==> src/rtl/core/hsl2rgb_pkg.sv <==
// ----------------------------------------------------------------------------
// hsl2rgb_pkg
// Shared constants, types and helpers for the HSL to RGB pipeline.
// ----------------------------------------------------------------------------
package hsl2rgb_pkg;

	localparam int DATA_W    = 16;
	localparam int FRAC_BITS = 15;
	localparam int ONE       = 1 << FRAC_BITS;
	localparam int THIRD     = (ONE + 1) / 3;
	localparam int TWO_THIRD = (2 * ONE + 1) / 3;

	// product widths
	localparam int PROD_W  = 33;
	localparam int LEVEL_W = PROD_W - FRAC_BITS;
	localparam int LO_W    = LEVEL_W + 1;
	localparam int FACT_W  = FRAC_BITS;
	localparam int SUM_W   = LEVEL_W + 2;

	// hue function segment
	localparam logic [1:0] SEG_RISE = 2'd0;
	localparam logic [1:0] SEG_TOP  = 2'd1;
	localparam logic [1:0] SEG_FALL = 2'd2;
	localparam logic [1:0] SEG_LOW  = 2'd3;

	typedef logic [DATA_W-1:0] unit_t;

	typedef struct packed {
		logic s1;
		logic s2;
		logic s3;
		logic s4;
	} stage_en_t;

	function automatic unit_t sat_unit(input logic [DATA_W-1:0] v);
		unit_t r;
		if (v > DATA_W'(ONE)) begin
			r = DATA_W'(ONE);
		end else begin
			r = v;
		end
		return r;
	endfunction

	function automatic unit_t clamp_unit(input logic signed [SUM_W-1:0] v);
		unit_t r;
		if (v < 0) begin
			r = '0;
		end else if (v > SUM_W'(ONE)) begin
			r = DATA_W'(ONE);
		end else begin
			r = v[DATA_W-1:0];
		end
		return r;
	endfunction

endpackage

==> src/rtl/core/hsl2rgb_level.sv <==
// ----------------------------------------------------------------------------
// hsl2rgb_level
// Input saturation, lightness product and the two intermediate levels.
// ----------------------------------------------------------------------------
module hsl2rgb_level (
	input  logic                                  clk,
	input  hsl2rgb_pkg::stage_en_t                en,
	input  logic [hsl2rgb_pkg::DATA_W-1:0]        hue,
	input  logic [hsl2rgb_pkg::DATA_W-1:0]        saturation,
	input  logic [hsl2rgb_pkg::DATA_W-1:0]        lightness,
	output logic [hsl2rgb_pkg::DATA_W-1:0]        hue_s1,
	output logic [hsl2rgb_pkg::LEVEL_W-1:0]       hi_s2,
	output logic signed [hsl2rgb_pkg::LO_W-1:0]   lo_s2,
	output logic [hsl2rgb_pkg::LEVEL_W-1:0]       diff_s2,
	output logic                                  szero_s2,
	output logic [hsl2rgb_pkg::DATA_W-1:0]        light_s2
);
	import hsl2rgb_pkg::*;

	unit_t                    sat_h, sat_s, sat_l;
	logic                     dark;
	logic [DATA_W:0]          mult_b;
	logic [PROD_W-1:0]        prod_s1;
	unit_t                    sat_s1, light_s1;
	logic                     dark_s1;
	logic [LEVEL_W-1:0]       pq, hi_c;
	logic signed [LO_W-1:0]   lo_c;
	logic signed [LO_W:0]     diff_c;

	// stage 1: saturate and multiply
	always_comb begin
		sat_h  = sat_unit(hue);
		sat_s  = sat_unit(saturation);
		sat_l  = sat_unit(lightness);
		dark   = ({1'b0, sat_l, 1'b0} < (DATA_W+2)'(ONE));
		mult_b = dark ? ((DATA_W+1)'(ONE) + {1'b0, sat_s}) : {1'b0, sat_s};
	end

	always_ff @(posedge clk) begin
		if (en.s1) begin
			hue_s1   <= sat_h;
			sat_s1   <= sat_s;
			light_s1 <= sat_l;
			dark_s1  <= dark;
			prod_s1  <= PROD_W'(sat_l) * PROD_W'(mult_b);
		end
	end

	// stage 2: hi, lo and their difference
	always_comb begin
		pq = prod_s1[PROD_W-1:FRAC_BITS];
		if (dark_s1) begin
			hi_c = pq;
		end else begin
			hi_c = LEVEL_W'(light_s1) + LEVEL_W'(sat_s1) - pq;
		end
		lo_c   = $signed({2'b00, light_s1, 1'b0}) - $signed({1'b0, hi_c});
		diff_c = $signed({2'b00, hi_c}) - $signed({lo_c[LO_W-1], lo_c});
	end

	always_ff @(posedge clk) begin
		if (en.s2) begin
			hi_s2    <= hi_c;
			lo_s2    <= lo_c;
			diff_s2  <= (diff_c < 0) ? '0 : diff_c[LEVEL_W-1:0];
			szero_s2 <= (sat_s1 == '0);
			light_s2 <= light_s1;
		end
	end

endmodule

==> src/rtl/core/hsl2rgb_chan.sv <==
// ----------------------------------------------------------------------------
// hsl2rgb_chan
// Piecewise hue function for one color channel at a fixed hue offset.
// ----------------------------------------------------------------------------
module hsl2rgb_chan #(
	parameter logic signed [17:0] HUE_OFFSET = 18'sd0
) (
	input  logic                                  clk,
	input  hsl2rgb_pkg::stage_en_t                en,
	input  logic [hsl2rgb_pkg::DATA_W-1:0]        hue_s1,
	input  logic [hsl2rgb_pkg::LEVEL_W-1:0]       diff_s2,
	input  logic [hsl2rgb_pkg::LEVEL_W-1:0]       hi_s3,
	input  logic signed [hsl2rgb_pkg::LO_W-1:0]   lo_s3,
	output logic [hsl2rgb_pkg::DATA_W-1:0]        level
);
	import hsl2rgb_pkg::*;

	logic signed [17:0]      t_raw;
	logic [DATA_W-1:0]       t;
	logic [DATA_W+2:0]       t6, t2, t3;
	logic [DATA_W+2:0]       w, w6;
	logic [1:0]              seg_c;
	logic [FACT_W-1:0]       fact_c;
	logic [1:0]              seg_s2, seg_s3;
	logic [FACT_W-1:0]       fact_s2;
	logic [PROD_W-1:0]       prod;
	logic [LEVEL_W-1:0]      ramp_s3;
	logic signed [SUM_W-1:0] sum;

	// stage 2: wrap hue, pick segment and ramp factor
	always_comb begin
		t_raw = $signed({2'b00, hue_s1}) + HUE_OFFSET;
		if (t_raw < 0) begin
			t_raw = t_raw + 18'sd32768;
		end else if (t_raw > 18'(ONE)) begin
			t_raw = t_raw - 18'sd32768;
		end
		t  = t_raw[DATA_W-1:0];
		t6 = ({3'b000, t} << 2) + ({3'b000, t} << 1);
		t2 = {3'b000, t} << 1;
		t3 = ({3'b000, t} << 1) + {3'b000, t};
		w  = (DATA_W+3)'(TWO_THIRD) - {3'b000, t};
		w6 = (w << 2) + (w << 1);
		if (t6 < (DATA_W+3)'(ONE)) begin
			seg_c  = SEG_RISE;
			fact_c = t6[FACT_W-1:0];
		end else if (t2 < (DATA_W+3)'(ONE)) begin
			seg_c  = SEG_TOP;
			fact_c = '0;
		end else if (t3 < (DATA_W+3)'(2 * ONE)) begin
			seg_c  = SEG_FALL;
			fact_c = w6[FACT_W-1:0];
		end else begin
			seg_c  = SEG_LOW;
			fact_c = '0;
		end
	end

	always_ff @(posedge clk) begin
		if (en.s2) begin
			seg_s2  <= seg_c;
			fact_s2 <= fact_c;
		end
	end

	// stage 3: ramp product
	assign prod = PROD_W'(diff_s2) * PROD_W'(fact_s2);

	always_ff @(posedge clk) begin
		if (en.s3) begin
			seg_s3  <= seg_s2;
			ramp_s3 <= prod[PROD_W-1:FRAC_BITS];
		end
	end

	// level select, registered by the caller
	always_comb begin
		sum = $signed({lo_s3[LO_W-1], lo_s3}) + $signed({2'b00, ramp_s3});
		unique case (seg_s3)
			SEG_RISE, SEG_FALL: level = clamp_unit(sum);
			SEG_TOP:            level = clamp_unit($signed({2'b00, hi_s3}));
			SEG_LOW:            level = clamp_unit($signed({lo_s3[LO_W-1], lo_s3}));
			default:            level = '0;
		endcase
	end

endmodule

==> src/rtl/core/hsl_to_rgb_converter.sv <==
// ----------------------------------------------------------------------------
// hsl_to_rgb_converter
// HSL to RGB color conversion, unsigned 1.15 fixed point, four-stage pipeline.
// ----------------------------------------------------------------------------
//  channel  handshake             payload
//  hsl      hsl_valid/hsl_ready   hue, saturation, lightness
//  rgb      rgb_valid/rgb_ready   red, green, blue
//
//  one beat per cycle while rgb_ready is high; rgb_valid is the stage 4 valid bit
//  stages: saturate and lightness multiply, hi/lo levels and hue segment,
//  per-channel ramp multiply, level select into the output register
//  each stage holds while full and blocked, empty stages take new beats
//  reset clears only the stage valid bits
// ----------------------------------------------------------------------------
module hsl_to_rgb_converter (
	input  logic                           clk,
	input  logic                           arst_n,
	input  logic                           hsl_valid,
	output logic                           hsl_ready,
	input  logic [hsl2rgb_pkg::DATA_W-1:0] hue,
	input  logic [hsl2rgb_pkg::DATA_W-1:0] saturation,
	input  logic [hsl2rgb_pkg::DATA_W-1:0] lightness,
	output logic                           rgb_valid,
	input  logic                           rgb_ready,
	output logic [hsl2rgb_pkg::DATA_W-1:0] red,
	output logic [hsl2rgb_pkg::DATA_W-1:0] green,
	output logic [hsl2rgb_pkg::DATA_W-1:0] blue
);
	import hsl2rgb_pkg::*;

	logic                   valid_s1, valid_s2, valid_s3, valid_s4;
	logic                   rdy1, rdy2, rdy3, rdy4;
	stage_en_t              en;
	unit_t                  hue_s1, light_s2, light_s3;
	logic [LEVEL_W-1:0]     hi_s2, hi_s3, diff_s2;
	logic signed [LO_W-1:0] lo_s2, lo_s3;
	logic                   szero_s2, szero_s3;
	unit_t                  lvl_r, lvl_g, lvl_b;
	unit_t                  red_s4, green_s4, blue_s4;

	// stage ready chain
	always_comb begin
		rdy4  = !valid_s4 || rgb_ready;
		rdy3  = !valid_s3 || rdy4;
		rdy2  = !valid_s2 || rdy3;
		rdy1  = !valid_s1 || rdy2;
		en.s1 = rdy1;
		en.s2 = rdy2;
		en.s3 = rdy3;
		en.s4 = rdy4;
	end

	always_ff @(posedge clk or negedge arst_n) begin
		if (!arst_n) begin
			valid_s1 <= 1'b0;
			valid_s2 <= 1'b0;
			valid_s3 <= 1'b0;
			valid_s4 <= 1'b0;
		end else begin
			if (rdy1) valid_s1 <= hsl_valid;
			if (rdy2) valid_s2 <= valid_s1;
			if (rdy3) valid_s3 <= valid_s2;
			if (rdy4) valid_s4 <= valid_s3;
		end
	end

	hsl2rgb_level u_level (
		.clk        (clk),
		.en         (en),
		.hue        (hue),
		.saturation (saturation),
		.lightness  (lightness),
		.hue_s1     (hue_s1),
		.hi_s2      (hi_s2),
		.lo_s2      (lo_s2),
		.diff_s2    (diff_s2),
		.szero_s2   (szero_s2),
		.light_s2   (light_s2)
	);

	always_ff @(posedge clk) begin
		if (en.s3) begin
			hi_s3    <= hi_s2;
			lo_s3    <= lo_s2;
			szero_s3 <= szero_s2;
			light_s3 <= light_s2;
		end
	end

	hsl2rgb_chan #(.HUE_OFFSET(18'(THIRD))) u_red (
		.clk     (clk),
		.en      (en),
		.hue_s1  (hue_s1),
		.diff_s2 (diff_s2),
		.hi_s3   (hi_s3),
		.lo_s3   (lo_s3),
		.level   (lvl_r)
	);

	hsl2rgb_chan #(.HUE_OFFSET(18'sd0)) u_green (
		.clk     (clk),
		.en      (en),
		.hue_s1  (hue_s1),
		.diff_s2 (diff_s2),
		.hi_s3   (hi_s3),
		.lo_s3   (lo_s3),
		.level   (lvl_g)
	);

	hsl2rgb_chan #(.HUE_OFFSET(-18'(THIRD))) u_blue (
		.clk     (clk),
		.en      (en),
		.hue_s1  (hue_s1),
		.diff_s2 (diff_s2),
		.hi_s3   (hi_s3),
		.lo_s3   (lo_s3),
		.level   (lvl_b)
	);

	// gray when saturation is zero
	always_ff @(posedge clk) begin
		if (en.s4) begin
			red_s4   <= szero_s3 ? light_s3 : lvl_r;
			green_s4 <= szero_s3 ? light_s3 : lvl_g;
			blue_s4  <= szero_s3 ? light_s3 : lvl_b;
		end
	end

	assign hsl_ready = rdy1;
	assign rgb_valid = valid_s4;
	assign red       = red_s4;
	assign green     = green_s4;
	assign blue      = blue_s4;

endmodule
==> config.mk <==
export PLATFORM = sky130hd
export DESIGN_NAME = hsl_to_rgb_converter
export DESIGN_NICKNAME = d
export VERILOG_FILES = /design/src/rtl/core/hsl2rgb_pkg.sv /design/src/rtl/core/hsl2rgb_level.sv /design/src/rtl/core/hsl2rgb_chan.sv /design/src/rtl/core/hsl_to_rgb_converter.sv
export SDC_FILE = /design/constraint.sdc
export NUM_CORES = 2
export LEC_CHECK = 0
export ABC_CLOCK_PERIOD_IN_PS = 13500
export BUFFER_PORTS_ARGS = -buffer_cell sky130_fd_sc_hd__buf_2
export CAP_MARGIN = 15
export CORE_UTILIZATION = 60
export CTS_CLUSTER_SIZE = 24
export DETAILED_ROUTE_END_ITERATION = 10
export HOLD_SLACK_MARGIN = 0.06
export PLACE_DENSITY = 0.77
export SYNTH_ARGS = -nofsm -noshare
export SYNTH_HDL_FRONTEND = slang
export SYNTH_SLANG_ARGS = --single-unit
==> constraint.sdc <==
create_clock -name clk -period 13.5 [get_ports clk]
set_input_delay 1.35 -clock clk [delete_from_list [all_inputs] [get_ports clk]]
set_output_delay 1.35 -clock clk [all_outputs]
set_load 0.01 [all_outputs]
==> impl_metrics.py <==
metrics = {
    "critical_path": {
        "worst_ep_required_time_ns": 13.87,
        "worstSetupPathType": "in -> reg",
        "cpPeakStageDelay_ns": 0.56,
        "reg2reg_from": "u_level.light_s1[0]",
        "critPathSlowestCell": "fa_1",
        "crit_path_end_kind": "register",
        "crit_top_cell": "inv_1",
        "start_kind": "primary input",
        "crit_start": "lightness[8]",
        "cp_max_fo": 15,
        "cp_data_arrival_time_ns": 9.33,
    },
    "timing": {
        "fin_crit_sh": 0.663,
        "maxClockFrequency_ghz": 0.112,
        "skew_ns": 0.0423,
        "tightest_slew_ns": 1.06,
        "hold_violations": 0,
        "setup-tns-final_ns": 0,
        "rsz0062_at_grt": "no",
        "slew_violations": 0,
        "final-setup-viol-count": 0,
        "slew_headroom": 0.296,
        "min_period_ns": 8.96,
    },
    "status": {
        "status": "finished clean",
    },
    "die": {
        "initial_core_util": 0.607,
        "core_area_mm2": 0.0903,
        "die_w_um": 304,
        "rows": 110,
        "io_pins": 102,
        "die_h_um": 304,
        "die_area_mm2": 0.0926,
    },
    "clock_tree": {
        "ctsHtreeMaxLevel": 2,
        "postCtsHoldBufs": 0,
        "postCtsResizedCells": 0,
        "clkLatencyLatePin_ns": 0.63,
        "clock-sinks": 350,
        "post-cts-setup-buffers": 0,
        "clkTransAtPathRegs_ns": 0.07,
        "cts-root-buf": "clkbuf_16",
        "cts_buffers": 41,
        "tritoncts": "done",
        "cts.path.max_buffers": 3,
    },
    "grt": {
        "grt_first_pass_wirelength_mm": 223,
        "grt-ovfl-total": 0,
        "grt_pass1_vias": 42000,
        "grt_max_degree": 84,
        "grt.total_usage": 0.306,
        "antenna_found_initial": 3,
    },
    "flow_run": {
        "cap_violations": 0,
    },
    "synth": {
        "synthXorXnorAreaFrac": 0.0437,
        "yosys_most_used_dff": "edfxtp_1",
        "muxShareOfSynthArea": 0.00384,
        "syn_inst": 5803,
        "synth_fa_ha_area_frac": 0.439,
        "synth_compound_area_frac": 0.0922,
        "syn_area_mm2": 0.0548,
        "syn_avg_cell_area_um2": 9.44,
        "yosysWarnings": 0,
        "ys_ff_latch": 350,
        "synth_top_family_by_area": "adder cells",
        "synthSimpleGateAreaFrac": 0.148,
        "synth-edff-count": 346,
        "async_reset_ff_frac": 0.0114,
        "ys_seq_area_frac": 0.191,
        "yosys.cell_types.count": 90,
    },
    "min_path": {
        "hp-start": "u_level.lo_s2[1]",
        "hold_class": "reg -> reg",
    },
    "drt": {
        "drc_errors": 0,
        "drt_iter0_drc": 3193,
        "wl_per_cell_um": 20.0,
        "finalWirelength_mm": 140,
        "routed_via_density": 5.85,
        "drtAntennaViolNets": 0,
        "first_pass_iters": 5,
        "vias": 40900,
    },
    "finish": {
        "layout-drive-gt1-share": 0.0441,
        "fin_area_mm2": 0.0577,
        "antenna_cells": 0,
        "area_growth_pct": 5.23,
        "nets": 7285,
    },
    "placed_design": {
        "place_congestion": 0.959,
        "hpwl_mm": 110,
        "placed_area_mm2": 0.0563,
        "io_buffers": 101,
    },
}
-- critical path: cells and delay by family --
| family | cells | cell delay (ns) |
|---|---|---|
| buffers and inverters | 8 | 1.00 |
| AND/OR/NAND/NOR | 9 | 2.34 |
| adder cells (fa/ha/maj) | 7 | 3.33 |
| XOR/XNOR | 1 | 0.11 |
| AO/OA/AOI/OAI | 5 | 1.16 |
-- area by class of cell --
cell class	count	area, um^2
clock buffers	47	1050
flip-flops and latches	350	10500
well taps	1176	1470
multi-input cells	4290	40000
clock inverters	28	328
repair buffers	135	761
fillers	7317	32600
inverters	960	3600
-- routing by layer --
metal / GRT usage / routed length (um)
met5: 0 / 13
met4: 0.108 / 4810
met3: 0.0401 / 11000
met2: 0.507 / 66000
met1: 0.414 / 58100
-- synth_stat cells (7+ instances only) --
cell type	instances	area (um^2)
a211oi_1	18	135
a31o_2	9	78.8
ha_1	684	8560
xor2_1	83	727
and2_1	296	1850
inv_1	953	3580
o2111ai_1	9	78.8
a211o_1	7	61.3
a31oi_1	11	68.8
edfxtp_1	346	10400
o211ai_1	13	97.6
o21bai_1	33	248
mux2i_1	12	120
clkbuf_1	214	803
and3_1	14	87.6
o32ai_1	15	131
mux2_2	8	90.1
or3_1	23	144
nand2_1	756	2840
nor2_1	288	1080
xnor2_1	188	1650
or2_2	18	113
a221oi_1	10	87.6
o31ai_1	13	97.6
o21a_1	40	300
nor3_1	71	355
a21boi_0	12	90.1
nor4_1	25	156
nand3_1	90	450
maj3_1	8	80.1
o21ai_0	159	796
o22ai_1	42	263
nand4_1	18	113
buf_1	7	26.3
a21oi_1	210	1050
nor2b_1	64	400
a22o_1	8	70.1
nand2b_1	48	300
a21o_1	88	661
a2111oi_0	10	87.6
fa_1	771	15400
-- layout by cell type (no fill, tap or decap), types with 33 or more instances in the layout --
master     count
nor2_1       288
o21ai_0      159
and2_1       296
clkbuf_16     41
edfxtp_1     346
nand3_1       89
a21oi_1      210
fa_1         771
o21a_1        40
a21o_1        88
nor3_1        71
nand2_1      755
nor2b_1       64
o22ai_1       41
ha_1         684
buf_4         34
xor2_1        83
xnor2_1      188
o21bai_1      33
buf_2        101
nand2b_1      48
inv_1        952
-- registers in the layout (all words and copies together), names as in the netlist, 17 cells and up --
signal           flops
hi_s3               18
lo_s3               18
u_blue.ramp_s3      18
u_green.ramp_s3     18
u_level.diff_s2     17
u_level.hi_s2       17
u_level.lo_s2       19
u_level.prod_s1     18
u_red.ramp_s3       18
-- stage by stage --
| stage | setup WS (ns) | cells | util | hold slack (ns) |
|---|---|---|---|---|
| floorplan | 5.24 | 5826 | - | 0.400 |
| global placement | 4.03 | 6911 | 0.624 | 0.401 |
| detailed placement | 4.00 | 6911 | 0.624 | 0.405 |
| CTS | 4.57 | 6986 | 0.639 | 0.408 |
| global route | 4.09 | 6986 | 0.639 | 0.410 |
| finish | 4.54 | 6986 | 0.639 | 0.407 |
-- kinds of logic after synthesis --
logic type | Yosys count
other | 2
DFF | 350
muxes | 20
xor gates and xnor gates | 272
and+or+nand+nor | 1737
adders and majority gates | 1463
buffers and inverters | 1186
AOI/OAI and AO/OA | 773
-- path summary, 6_finish.rpt --
| check | slack, ns | depth (start not counted) | end |
|---|---|---|---|
| max | 4.54 | 30 | u_level.prod_s1[29] |
| min | 0.41 | 0 | lo_s3[1] |
| max reg2reg | 5.21 | 32 | u_level.diff_s2[14] |
| min reg2reg | 0.41 | 0 | lo_s3[1] |
| max in group asynchronous | 12.86 | 1 | valid_s1 |
| min in group asynchronous | 0.52 | 1 | rgb_valid |
Power is left out: the tool's default activity adds up to more than one toggle a clock period on the data nets, which glitch-free logic cannot reach.
